==> src/rtl/core/y10b_pkg.sv <==
package y10b_pkg;

    localparam int unsigned NumLanes    = 4;
    localparam int unsigned SampleWidth = 10;
    localparam int unsigned PixelWidth  = 8;

    localparam logic [SampleWidth-1:0] BlackLevel = 10'd64;
    localparam logic [SampleWidth-1:0] WhiteLevel = 10'd944;

    // floor(d * 256 / 880) == (d * RangeRecip) >> RangeShift for d < 880
    localparam logic [14:0] RangeRecip = 15'd19066;
    localparam int unsigned RangeShift = 16;

    typedef enum logic
    {
        MODE_VIDEO_RANGE = 1'b0,
        MODE_ROUND       = 1'b1
    } conv_mode_t;

    typedef struct packed
    {
        logic [7:0] byte_0;
        logic [7:0] byte_1;
        logic [7:0] byte_2;
        logic [7:0] byte_3;
        logic [7:0] byte_4;
    } sample_req_t;

    typedef struct packed
    {
        logic [7:0] pixel_0;
        logic [7:0] pixel_1;
        logic [7:0] pixel_2;
        logic [7:0] pixel_3;
    } pixel_req_t;

    typedef logic [SampleWidth-1:0] sample_t;
    typedef logic [PixelWidth-1:0]  pixel_t;

endpackage

==> src/rtl/core/y10b_lane.sv <==
module y10b_lane
(
    input  y10b_pkg::conv_mode_t mode,
    input  y10b_pkg::sample_t    sample,
    output y10b_pkg::pixel_t     pixel
);
    import y10b_pkg::*;

    logic [SampleWidth-1:0] offset;
    logic [24:0]            scaled;
    logic [SampleWidth:0]   rounded;
    pixel_t                 video_pixel;
    pixel_t                 round_pixel;

    assign offset  = sample - BlackLevel;
    assign scaled  = {15'd0, offset} * {10'd0, RangeRecip};
    assign rounded = {1'b0, sample} + 11'd2;

    always_comb
    begin
        if (sample <= BlackLevel)
        begin
            video_pixel = '0;
        end
        else if (sample >= WhiteLevel)
        begin
            video_pixel = '1;
        end
        else
        begin
            video_pixel = scaled[RangeShift +: PixelWidth];
        end
    end

    // saturate the two top codes that round to 256
    assign round_pixel = rounded[SampleWidth] ? '1 : rounded[SampleWidth-1:2];

    always_comb
    begin
        unique case (mode)
            MODE_VIDEO_RANGE: pixel = video_pixel;
            MODE_ROUND:       pixel = round_pixel;
            default:          pixel = video_pixel;
        endcase
    end

endmodule

==> src/rtl/core/y10b_unpack_luma_convert_top.sv <==
// Unpacks one five-byte group of packed big-endian 10-bit grey samples into four
// 8-bit pixels per request. Four conversion lanes run side by side, one per sample;
// their pixels are merged into one registered result. A new group is taken every
// cycle while sample_stall is low (one request per clock) and registered before
// pixel_valid. A two-entry output stage (register plus skid) means sample_stall
// rises only after pixel_stall has held a full result back. conversion_mode 0
// expands video range 64..944 to 0..255, mode 1 rounds to eight bits with
// saturation; write it through cfg_wr_en/cfg_wr_data only while the block is idle.
module y10b_unpack_luma_convert_top
(
    input  logic                  clk,
    input  logic                  rst_n,
    input  logic                  cfg_wr_en,
    input  logic                  cfg_wr_data,
    input  logic                  sample_valid,
    output logic                  sample_stall,
    input  y10b_pkg::sample_req_t sample_data,
    output logic                  pixel_valid,
    input  logic                  pixel_stall,
    output y10b_pkg::pixel_req_t  pixel_data
);
    import y10b_pkg::*;

    conv_mode_t  mode_reg;
    sample_t     samples [NumLanes];
    pixel_t      pixels  [NumLanes];
    pixel_req_t  merged;

    logic        out_valid_reg;
    logic        out_valid_next;
    pixel_req_t  out_data_reg;
    pixel_req_t  out_data_next;
    logic        skid_valid_reg;
    logic        skid_valid_next;
    pixel_req_t  skid_data_reg;
    pixel_req_t  skid_data_next;
    logic        accept;
    logic        out_free;

    always_ff @(posedge clk or negedge rst_n)
    begin
        if (!rst_n)
        begin
            mode_reg <= MODE_VIDEO_RANGE;
        end
        else if (cfg_wr_en)
        begin
            mode_reg <= conv_mode_t'(cfg_wr_data);
        end
    end

    assign samples[0] = {sample_data.byte_0, sample_data.byte_1[7:6]};
    assign samples[1] = {sample_data.byte_1[5:0], sample_data.byte_2[7:4]};
    assign samples[2] = {sample_data.byte_2[3:0], sample_data.byte_3[7:2]};
    assign samples[3] = {sample_data.byte_3[1:0], sample_data.byte_4};

    for (genvar i = 0; i < NumLanes; i++)
    begin : g_lane
        y10b_lane u_lane
        (
            .mode   (mode_reg),
            .sample (samples[i]),
            .pixel  (pixels[i])
        );
    end

    assign merged.pixel_0 = pixels[0];
    assign merged.pixel_1 = pixels[1];
    assign merged.pixel_2 = pixels[2];
    assign merged.pixel_3 = pixels[3];

    assign sample_stall = skid_valid_reg;
    assign accept       = sample_valid && !skid_valid_reg;
    assign out_free     = !out_valid_reg || !pixel_stall;

    always_comb
    begin
        out_valid_next  = out_valid_reg;
        out_data_next   = out_data_reg;
        skid_valid_next = skid_valid_reg;
        skid_data_next  = skid_data_reg;
        if (out_free)
        begin
            // advance: skid first, then the new request
            out_valid_next  = skid_valid_reg || accept;
            out_data_next   = skid_valid_reg ? skid_data_reg : merged;
            skid_valid_next = 1'b0;
        end
        else if (accept)
        begin
            // hold the output, park the new request
            skid_valid_next = 1'b1;
            skid_data_next  = merged;
        end
    end

    always_ff @(posedge clk or negedge rst_n)
    begin
        if (!rst_n)
        begin
            out_valid_reg  <= 1'b0;
            skid_valid_reg <= 1'b0;
        end
        else
        begin
            out_valid_reg  <= out_valid_next;
            skid_valid_reg <= skid_valid_next;
        end
    end

    always_ff @(posedge clk)
    begin
        out_data_reg  <= out_data_next;
        skid_data_reg <= skid_data_next;
    end

    assign pixel_valid = out_valid_reg;
    assign pixel_data  = out_data_reg;

endmodule
==> config.mk <==
export PLATFORM = sky130hd
export DESIGN_NAME = y10b_unpack_luma_convert_top
export DESIGN_NICKNAME = d
export VERILOG_FILES = /design/src/rtl/core/y10b_pkg.sv /design/src/rtl/core/y10b_lane.sv /design/src/rtl/core/y10b_unpack_luma_convert_top.sv
export SDC_FILE = /design/constraint.sdc
export NUM_CORES = 1
export LEC_CHECK = 0
export BUFFER_PORTS_ARGS = -buffer_cell sky130_fd_sc_hd__buf_2
export CORE_MARGIN = 1
export CORE_UTILIZATION = 48
export CTS_CLUSTER_SIZE = 10
export DETAILED_ROUTE_END_ITERATION = 16
export PLACE_DENSITY = 0.71
export REMOVE_ABC_BUFFERS = 1
export SLEW_MARGIN = 40
export SYNTH_ARGS = -nofsm -noshare
export SYNTH_HDL_FRONTEND = slang
export SYNTH_SLANG_ARGS = --single-unit
==> constraint.sdc <==
create_clock -name clk -period 8.15 [get_ports clk]
set_clock_uncertainty 0.1 [all_clocks]
set_input_delay 0 -clock clk [delete_from_list [all_inputs] [get_ports clk]]
set_output_delay 0 -clock clk [all_outputs]
set_load 0.02 [all_outputs]
[After elaboration in Yosys (flattened, before gate mapping)]
Cells that the tools add are included.
Word-level totals
  register bits: 67
  output and inout bits: 34
Cells by class
  $lt $le $gt $ge: 8
  multipliers: 4
  bitwise logic cells: 2
  reductions and logical operators: 8
  mux-type cells: 19
  $add $sub $neg: 8
Operators with widths (number)
  two-way mux 8 bit: 12
  multiplier 10 x 14 -> 23 bit, second input constant: 4
  case mux 8 bit (2 select lines): 4
  adder 10 x 2 -> 11 bit, second input constant: 4
  >= comparator 10 bit, second input constant: 4
  <= comparator 10 x 7 -> 1 bit, second input constant: 4
  subtractor 10 x 7 -> 10 bit, second input constant: 4
  two-way mux 32 bit: 1
  logical NOT 1 bit: 3
  logical OR 1 bit: 2
  two-way mux 1 bit: 2
  inverter 1 bit: 2
  AND reduction 2 bit: 1
  nonzero test 2 bit: 1
  logical AND 1 bit: 1

[Longest topological paths before layout]
Gate-level depths: netlist of the first run.
  depth after elaboration: 6
  gate-level depth with buffers: 21

[Hierarchy]
From an unflattened synthesis of the first run, not the netlist that was laid out.
Second synthesis, totals
  cell total of the unflattened synthesis: 1409
  area total of the unflattened synthesis: 14020.9 um^2
Modules (own cells, without submodules)
  y10b_lane at g_lane[2].u_lane: cells an instance 339, area each 2977.9 um^2, times used 1
  y10b_lane at g_lane[3].u_lane: cells an instance 332, area each 2911.5 um^2, times used 1
  y10b_lane at g_lane[1].u_lane: cells an instance 318, area each 2812.7 um^2, times used 1
  y10b_lane at g_lane[0].u_lane: cells an instance 312, area each 2753.9 um^2, times used 1
  y10b_unpack_luma_convert_top: cells an instance 108, area each 2565.0 um^2, times used 1

[Least setup slack after synthesis of the first run]
No wires, ideal clock.
  kind: input port to flip-flop
  start point: input port sample_data[26] (netlist name)
  end point: register out_data_reg, in the netlist pixel_data[20] (data pin)
  cell stages on the path: 20
  data required time: 7.790 ns
  arrival time: 5.224 ns
  setup slack: 2.566 ns
  path buffers: 0
  cells stage by stage: inv_1 > ha_1 > xor2_1 > inv_1 > fa_1 > xor2_1 > ha_1 > o21bai_1 > fa_1 > fa_1 > fa_1 > ha_1 > and3_1 > a221oi_1 > nand2_1 > o21a_1 > a21oi_1 > a41o_1 > o21ai_0 > mux2_2
On the way
  longest elaborated chain between the ends: 6
  elaborated cells on any way between the ends: 10
  classes of those cells: add/sub (2); mul (1); order compare (2); mux (5)
RTL lines
  from (decl): RTL line y10b_unpack_luma_convert_top.sv:17  | input y10b_pkg::sample_req_t sample_data,
  subtractor 10 x 7 -> 10 bit: RTL line y10b_lane.sv:15  | assign offset = sample - BlackLevel;
  multiplier 10 x 14 -> 23 bit: RTL line y10b_lane.sv:16  | assign scaled = {15'd0, offset} * {10'd0, RangeRecip};
  two-way mux 8 bit: RTL line y10b_lane.sv:25  | else if (sample >= WhiteLevel)
  two-way mux 8 bit: RTL line y10b_lane.sv:21  | if (sample <= BlackLevel)
  case mux 8 bit (2 select lines) *: RTL line y10b_lane.sv:40  | unique case (mode)
  net g_lane[1].u_lane.pixel[4]: RTL line y10b_lane.sv:5  | output y10b_pkg::pixel_t pixel
  two-way mux 32 bit *: RTL line y10b_unpack_luma_convert_top.sv:86  | out_data_next = skid_valid_reg ? skid_data_reg : merged;
  to (signal assigned): RTL line y10b_unpack_luma_convert_top.sv:113  | out_data_reg <= out_data_next;
  to (decl): RTL line y10b_unpack_luma_convert_top.sv:31  | pixel_req_t out_data_reg;
Mark *: on every way through the listed nets, which the timed path passes. The rest lies on a longest branch.
A chain may end at the register's enable or synchronous reset.

[Final worst setup path of the first run]
  start point: input port sample_data[26] (netlist name)
  end point: register out_data_reg, in the netlist pixel_data[22] (data pin)
The elaborated chain is that of the path after synthesis.

==> results of run 1 <==
==> kinds of logic (layout without fill, tap and decap cells) <==
family | after synthesis | in the layout | share of synthesized area [%]
DFF | 67 | 67 | 15.0
and+or+nand+nor | 221 | 221 | 7.97
xor gates and xnor gates | 62 | 62 | 4.28
AOI/OAI and AO/OA | 255 | 255 | 12.4
muxes | 23 | 23 | 1.92
adders and majority gates | 464 | 464 | 50.2
buffers and inverters | 285 | 373 | 8.12
==> worst max-delay path, delay by kind of cell <==
family	cells	cell delay, ns
AOI/OAI and AO/OA	5	1.09
xor gates and xnor gates	2	0.75
adders and majority gates	7	2.89
buffers and inverters	3	0.64
muxes	2	0.44
and+or+nand+nor	2	0.33
==> area by class of cell <==
type / instances / share of cell area, %
clock buffer: 9 / 1.55
clock inverter: 7 / 0.897
inverter: 267 / 6.91
multi-input combinational: 1025 / 70.5
sequential: 67 / 13.8
tap: 341 / 2.94
timing repair buffer: 90 / 3.38
==> power breakdown <==
group          internal, W  total (W)  switching, W
registers         0.000538   0.000578     0.0000397
clock network     0.000305   0.000468      0.000163
logic              0.00153    0.00357       0.00204
total              0.00237    0.00462       0.00225
==> synthesized netlist by cell type, types with 7 or more instances <==
| cell | number |
|---|---|
| fa_1 | 116 |
| o31ai_1 | 10 |
| nand3_1 | 27 |
| xor2_1 | 23 |
| mux2_2 | 20 |
| nor2_1 | 56 |
| and3_1 | 9 |
| inv_1 | 267 |
| a21o_1 | 32 |
| nand2_1 | 63 |
| a21oi_1 | 60 |
| xnor2_1 | 37 |
| o21ai_0 | 60 |
| o21bai_1 | 8 |
| ha_1 | 348 |
| a31oi_1 | 19 |
| nand4_1 | 14 |
| edfxtp_1 | 64 |
| clkbuf_1 | 15 |
| o21a_1 | 9 |
| or3_1 | 7 |
| nor3_1 | 16 |
==> worst max path at each step <==
stage / startpoint / to / cells past startpoint
CTS: sample_data[26] / pixel_data[20]$_DFFE_PN_ / 21
floorplan: sample_data[36] / pixel_data[30]$_DFFE_PN_ / 20
global route: sample_data[26] / pixel_data[22]$_DFFE_PN_ / 21
global placement: sample_data[26] / pixel_data[22]$_DFFE_PN_ / 21
detailed placement: sample_data[26] / pixel_data[22]$_DFFE_PN_ / 21
finish: sample_data[26] / pixel_data[22]$_DFFE_PN_ / 21
==> layer usage <==
metal  part of all wire, %  vias up  wire (um)
met5                     0        -          0
li1                      -     4918          -
met3                   4.3       33       1290
met2                    48      209      14500
met1                    46     4818      13600
met4                   1.7        0        497
==> metrics by stage <==
step	utilization, %	total power, W
after floorplan	-	0.00325
after global placement	52.1	0.00401
after detailed placement	52.1	0.00412
after CTS	53.6	0.00463
after global routing	53.6	0.00517
final	53.6	0.00462
==> what timing repair did <==
item / 4_1_cts / 5_1_grt
hold buffers: 5 / 0
endpoints found under the setup margin: 0 / 0
endpoints found under the hold margin: 6 / 0
==> flow_summary.json, run 1 <==
{
  "die_h_um": 168,
  "p_leak_nw": 7.61,
  "tightest_slew_ns": 0.721,
  "nets": 1970,
  "cts_tree": "yes",
  "cts_root_buffer": "clkbuf_16",
  "viasPerCell": 5.52,
  "numCtsBuffers": 9,
  "initial_core_util_pct": 49.2,
  "whs_path_depth": 4,
  "drt_wl_total_mm": 29.9,
  "setup_tns_ns": 0,
  "crit_type": "input pin to register",
  "min-delay-start": "pixel_stall",
  "grt_max_degree": 44,
  "rr_startpoint": "mode_reg$_DFFE_PN0P_",
  "clkLatencyLatePin_ns": 0.34,
  "netlist_area_um2": 13300,
  "outcome": "finished clean",
  "fin_crit_sh_pct": 75.7,
  "clock_sinks": 67,
  "synth.distinct_cells": 66,
  "critPathSlowestCell": "fa_1",
  "setup_viol": 0,
  "synthArstFlopShare_pct": 4.48,
  "dpl_cell_area_um2": 14100,
  "whs_ns": 0.0971,
  "report.final.slew_viol_count": 0,
  "dr.first_iter.drc_count": 483,
  "io_buffer_count": 79,
  "met2_usage_pct": 38.6,
  "synth_edf_count": 64,
  "route.detailed.drc": 0,
  "max_freq_ghz": 0.162,
  "hpwl_mm": 25.3,
  "end_kind": "register",
  "area_growth_pct": 9.09,
  "netlist_instances": 1377,
  "cpPeakStageDelay_ns": 0.60,
  "routabilityCongestion": 0.930,
  "reg2reg_depth": 7,
  "peakVddDrop_v": 0.000164,
  "cts.repair.resized": 0,
  "diodes": 0,
  "met1_usage_pct": 29.3,
  "fp-row-count": 60,
  "dp.cells": 1785,
  "arrival_ns": 6.16,
  "ant_nets": 0,
  "power_density_nw_per_um2": 319,
  "ys_seq_area_share_pct": 15.0,
  "overflow": 0,
  "synth_area_leaders": "ha_1 (33%), fa_1 (17%), edfxtp_1 (14%)",
  "grt_pass1_vias": 10255,
  "drtPass1Iterations": 5,
  "htreeDepth": 3,
  "drv_cap": 0,
  "regArea_um2": 2000,
  "antenna_found_initial": 0,
  "final_cell_count_no_fill": 1806,
  "crit_required_ns": 8.13,
  "clockBufferDepth": 2,
  "critPathLaunchType": "input pin",
  "io_pins": 80,
  "yosysTopAreaCell": "ha_1",
  "rrSetupSlack_ns": 5.56,
  "holdPathEnd": "pixel_valid$_DFFE_PN0N_",
  "mostFrequentLayoutCells": "ha_1 (348), inv_1 (267), fa_1 (116)",
  "final_common_cell": "ha_1",
  "path_cells": "buf_2, inv_1, ha_1, xor2_1, inv_1, fa_1, xor2_1, ha_1, o21bai_1, fa_1, fa_1, fa_1, ha_1, and3_1, a221oi_1, nand2_1, o21ai_0, a21oi_1, mux2i_1, o21ai_0, mux2_2",
  "period_minus_slack_ns": 6.17,
  "fin_ws_ns": 1.98,
  "place_ws_ns": 1.68,
  "slew_headroom_pct": 51.5,
  "busiest_layer": "met2",
  "core-area_um2": 27000,
  "dieArea_um2": 28400,
  "stdcell_area_um2": 14500,
  "rsz0062_at_grt": "no",
  "die_w_um": 168,
  "fill_cells": 2426,
  "worst-path-max-fanout": 8,
  "postSynthAreaPerCell_um2": 9.65,
  "multi_input_area_um2": 10200,
  "vias": 9978,
  "cpMostUsedCell": "fa_1",
  "clk_pin_slew_ns": 0.06,
  "synth-warning-count": 0,
  "ys_ff_latch": 67,
  "hold_class": "input pin to register",
  "r2r_end": "pixel_data[15]$_DFFE_PN_",
  "grt_pass1_wl_mm": 50.6,
  "grt_use_met3_pct": 2.99,
  "cts_setup_buffers": 0,
  "ys.flop_type": "edfxtp_1",
  "wl_per_cell_um": 16.6,
  "final_layout_size_suffix_gt1_share_pct": 9.42,
  "synth_top_area_share_pct": 32.8,
  "hold_violations": 0,
  "grt_usage_pct": 22.2
}
No activity file was read; power rests on OpenSTA's default activity.
==> run 2: changes to the inputs <==
--- a/config.mk
+++ b/config.mk
@@ -10,7 +10,7 @@
 export CORE_UTILIZATION = 48
 export CTS_CLUSTER_SIZE = 10
 export DETAILED_ROUTE_END_ITERATION = 16
-export PLACE_DENSITY = 0.71
+export PLACE_DENSITY = 0.74
 export REMOVE_ABC_BUFFERS = 1
 export SLEW_MARGIN = 40
 export SYNTH_ARGS = -nofsm -noshare
==> constraint.sdc (replaced) <==
create_clock -name clk -period 5.49 [get_ports clk]
set_clock_uncertainty 0.1 [all_clocks]
set_input_delay 0 -clock clk [delete_from_list [all_inputs] [get_ports clk]]
set_output_delay 0 -clock clk [all_outputs]
set_load 0.02 [all_outputs]
==> run 2 against run 1 <==
  * Clock-buffer cell count is the same
  * Sequential cell count is the same
  * Final cell count grew 3.1%
  * Worst hold slack gained 0.0079 ns
  * Global-route usage grew 0.49 points
  * Core utilization grew 1.5 points
  * Highest routed layer unchanged
==> flow_summary.json, run 2 (same netlist as run 1, synthesis figures left out) <==
{
  "drv_cap": 0,
  "route.detailed.drc": 0,
  "tightest_slew_ns": 0.729,
  "worst-path-max-fanout": 3,
  "dpl_cell_area_um2": 14500,
  "die_w_um": 168,
  "clockBufferDepth": 2,
  "clk_pin_slew_ns": 0.06,
  "crit_required_ns": 5.47,
  "p_clk_share_pct": 8.5,
  "peakVddDrop_v": 0.000210,
  "fin_crit_sh_pct": 95.7,
  "vias": 10322,
  "comb_power_share_pct": 79.1,
  "dr.first_iter.drc_count": 652,
  "arrival_ns": 5.24,
  "clkLatencyLatePin_ns": 0.34,
  "htreeDepth": 3,
  "fp-row-count": 60,
  "hold_violations": 0,
  "dieArea_um2": 28400,
  "grt_usage_pct": 22.7,
  "die_h_um": 168,
  "ant_nets": 0,
  "report.final.slew_viol_count": 0,
  "wl_per_cell_um": 16.4,
  "final_util_pct": 55.1,
  "crit_type": "input pin to register",
  "outcome": "finished clean",
  "pwr-share-seq_pct": 12.4,
  "hpwl_mm": 25.9,
  "drt_wl_total_mm": 30.6,
  "grt_pass1_wl_mm": 51.4,
  "io_buffer_count": 79,
  "slew_headroom_pct": 51.0,
  "numCtsBuffers": 9,
  "critPathSlowestCell": "fa_2",
  "final_common_cell": "ha_1",
  "final_layout_size_suffix_gt1_share_pct": 13.1,
  "period_minus_slack_ns": 5.25,
  "dp.cells": 1841,
  "critPathLaunchType": "input pin",
  "path_cells": "buf_2, inv_1, ha_1, xor2_1, inv_1, fa_2, xor2_1, ha_1, o21bai_1, fa_1, fa_1, fa_1, ha_1, and3_1, nand4_1, a21oi_1, o31ai_1, buf_4, nand3b_1, a21oi_1, o21ai_0, mux2_2",
  "cpPeakStageDelay_ns": 0.64,
  "end_kind": "register",
  "p_leak_nw": 7.87,
  "initial_core_util_pct": 49.2,
  "antenna_found_initial": 0,
  "drtPass1Iterations": 5,
  "cts_root_buffer": "clkbuf_16",
  "p_sw_w": 0.00336,
  "routabilityCongestion": 0.948,
  "fin_ws_ns": 0.238,
  "hold_class": "input pin to register",
  "mostFrequentLayoutCells": "ha_1 (348), inv_1 (266), fa_1 (115)",
  "internal_power_w": 0.00358,
  "area_growth_pct": 12.1,
  "diodes": 0,
  "max_freq_ghz": 0.190,
  "core-area_um2": 27000,
  "cts_tree": "yes",
  "final_cell_count_no_fill": 1862,
  "clock_sinks": 67,
  "io_pins": 80,
  "p_sw_share_pct": 48.4,
  "nets": 2026,
  "place_ws_ns": -0.191,
  "setup_viol": 0,
  "stdcell_area_um2": 14900,
  "grt_pass1_vias": 10715,
  "cts_setup_buffers": 0,
  "power_density_nw_per_um2": 466,
  "viasPerCell": 5.54,
  "overflow": 0,
  "grt_max_degree": 44
}
-- run 2: what timing repair did --
item / CTS / global route
hold endpoints to repair: 6 / 0
gates resized for setup: 0 / 10
hold buffers: 5 / 0
setup endpoints to repair: 0 / 14
-- run 2: power groups by stage --
stage | Clock [W] | Combinational (W) | Sequential [W]
after global routing | 0.000626 | 0.00629 | 0.000871
after detailed placement | 0 | 0.00538 | 0.000867
final | 0.000593 | 0.00549 | 0.000860
after CTS | 0.000606 | 0.00545 | 0.000860
after floorplan | 0 | 0.00385 | 0.000974
after global placement | 0 | 0.00521 | 0.000867
-- run 2: layout make-up --
class | instances | area [um2]
Sequential cell | 67 | 2000
Multi-Input combinational cell | 1025 | 10300
Clock buffer | 9 | 225
Clock inverter | 7 | 81.3
Timing Repair Buffer | 146 | 911
Fill cell | 2364 | 12100
Inverter | 267 | 1000
Tap cell | 341 | 427
-- run 2: per-stage QoR --
stage | TNS [ns] | power, W | hold slack, ns
after floorplan | -0.537 | 0.00482 | -0.396
after global routing | -0.0775 | 0.00778 | 0.152
after global placement | -0.393 | 0.00607 | -0.299
after detailed placement | -1.84 | 0.00625 | -0.301
final | 0 | 0.00694 | 0.105
after CTS | 0 | 0.00691 | 0.110
-- run 2: worst paths after layout --
check	startpoint	endpoint	cells after the start	slack, ns
max in group asynchronous	rst_n	sample_stall$_DFFE_PN0P_	3	4.68
hold reg to reg	skid_data_reg[14]$_DFFE_PP_	pixel_data[14]$_DFFE_PN_	2	0.42
setup reg to reg	mode_reg$_DFFE_PN0P_	pixel_data[15]$_DFFE_PN_	7	2.89
setup / recovery	sample_data[27]	pixel_data[19]$_DFFE_PN_	22	0.24
min in group asynchronous	rst_n	mode_reg$_DFFE_PN0P_	3	0.46
hold / removal	pixel_stall	pixel_valid$_DFFE_PN0N_	4	0.10
-- run 2: routing by layer --
metal,global-route usage (%),part of all wire (%)
met4,8.02,3.5
met2,39.3,48
met5,0,0
met3,3.20,4.1
met1,28.7,44
-- run 2: worst max-delay path: cells and delay by family --
| family | cells | cell delay, ns |
|---|---|---|
| buffers and inverters | 4 | 0.50 |
| AO/OA/AOI/OAI | 5 | 0.89 |
| AND/OR/NAND/NOR | 3 | 0.38 |
| XOR/XNOR | 2 | 0.40 |
| multiplexers | 1 | 0.29 |
| adder cells (fa/ha/maj) | 7 | 2.78 |
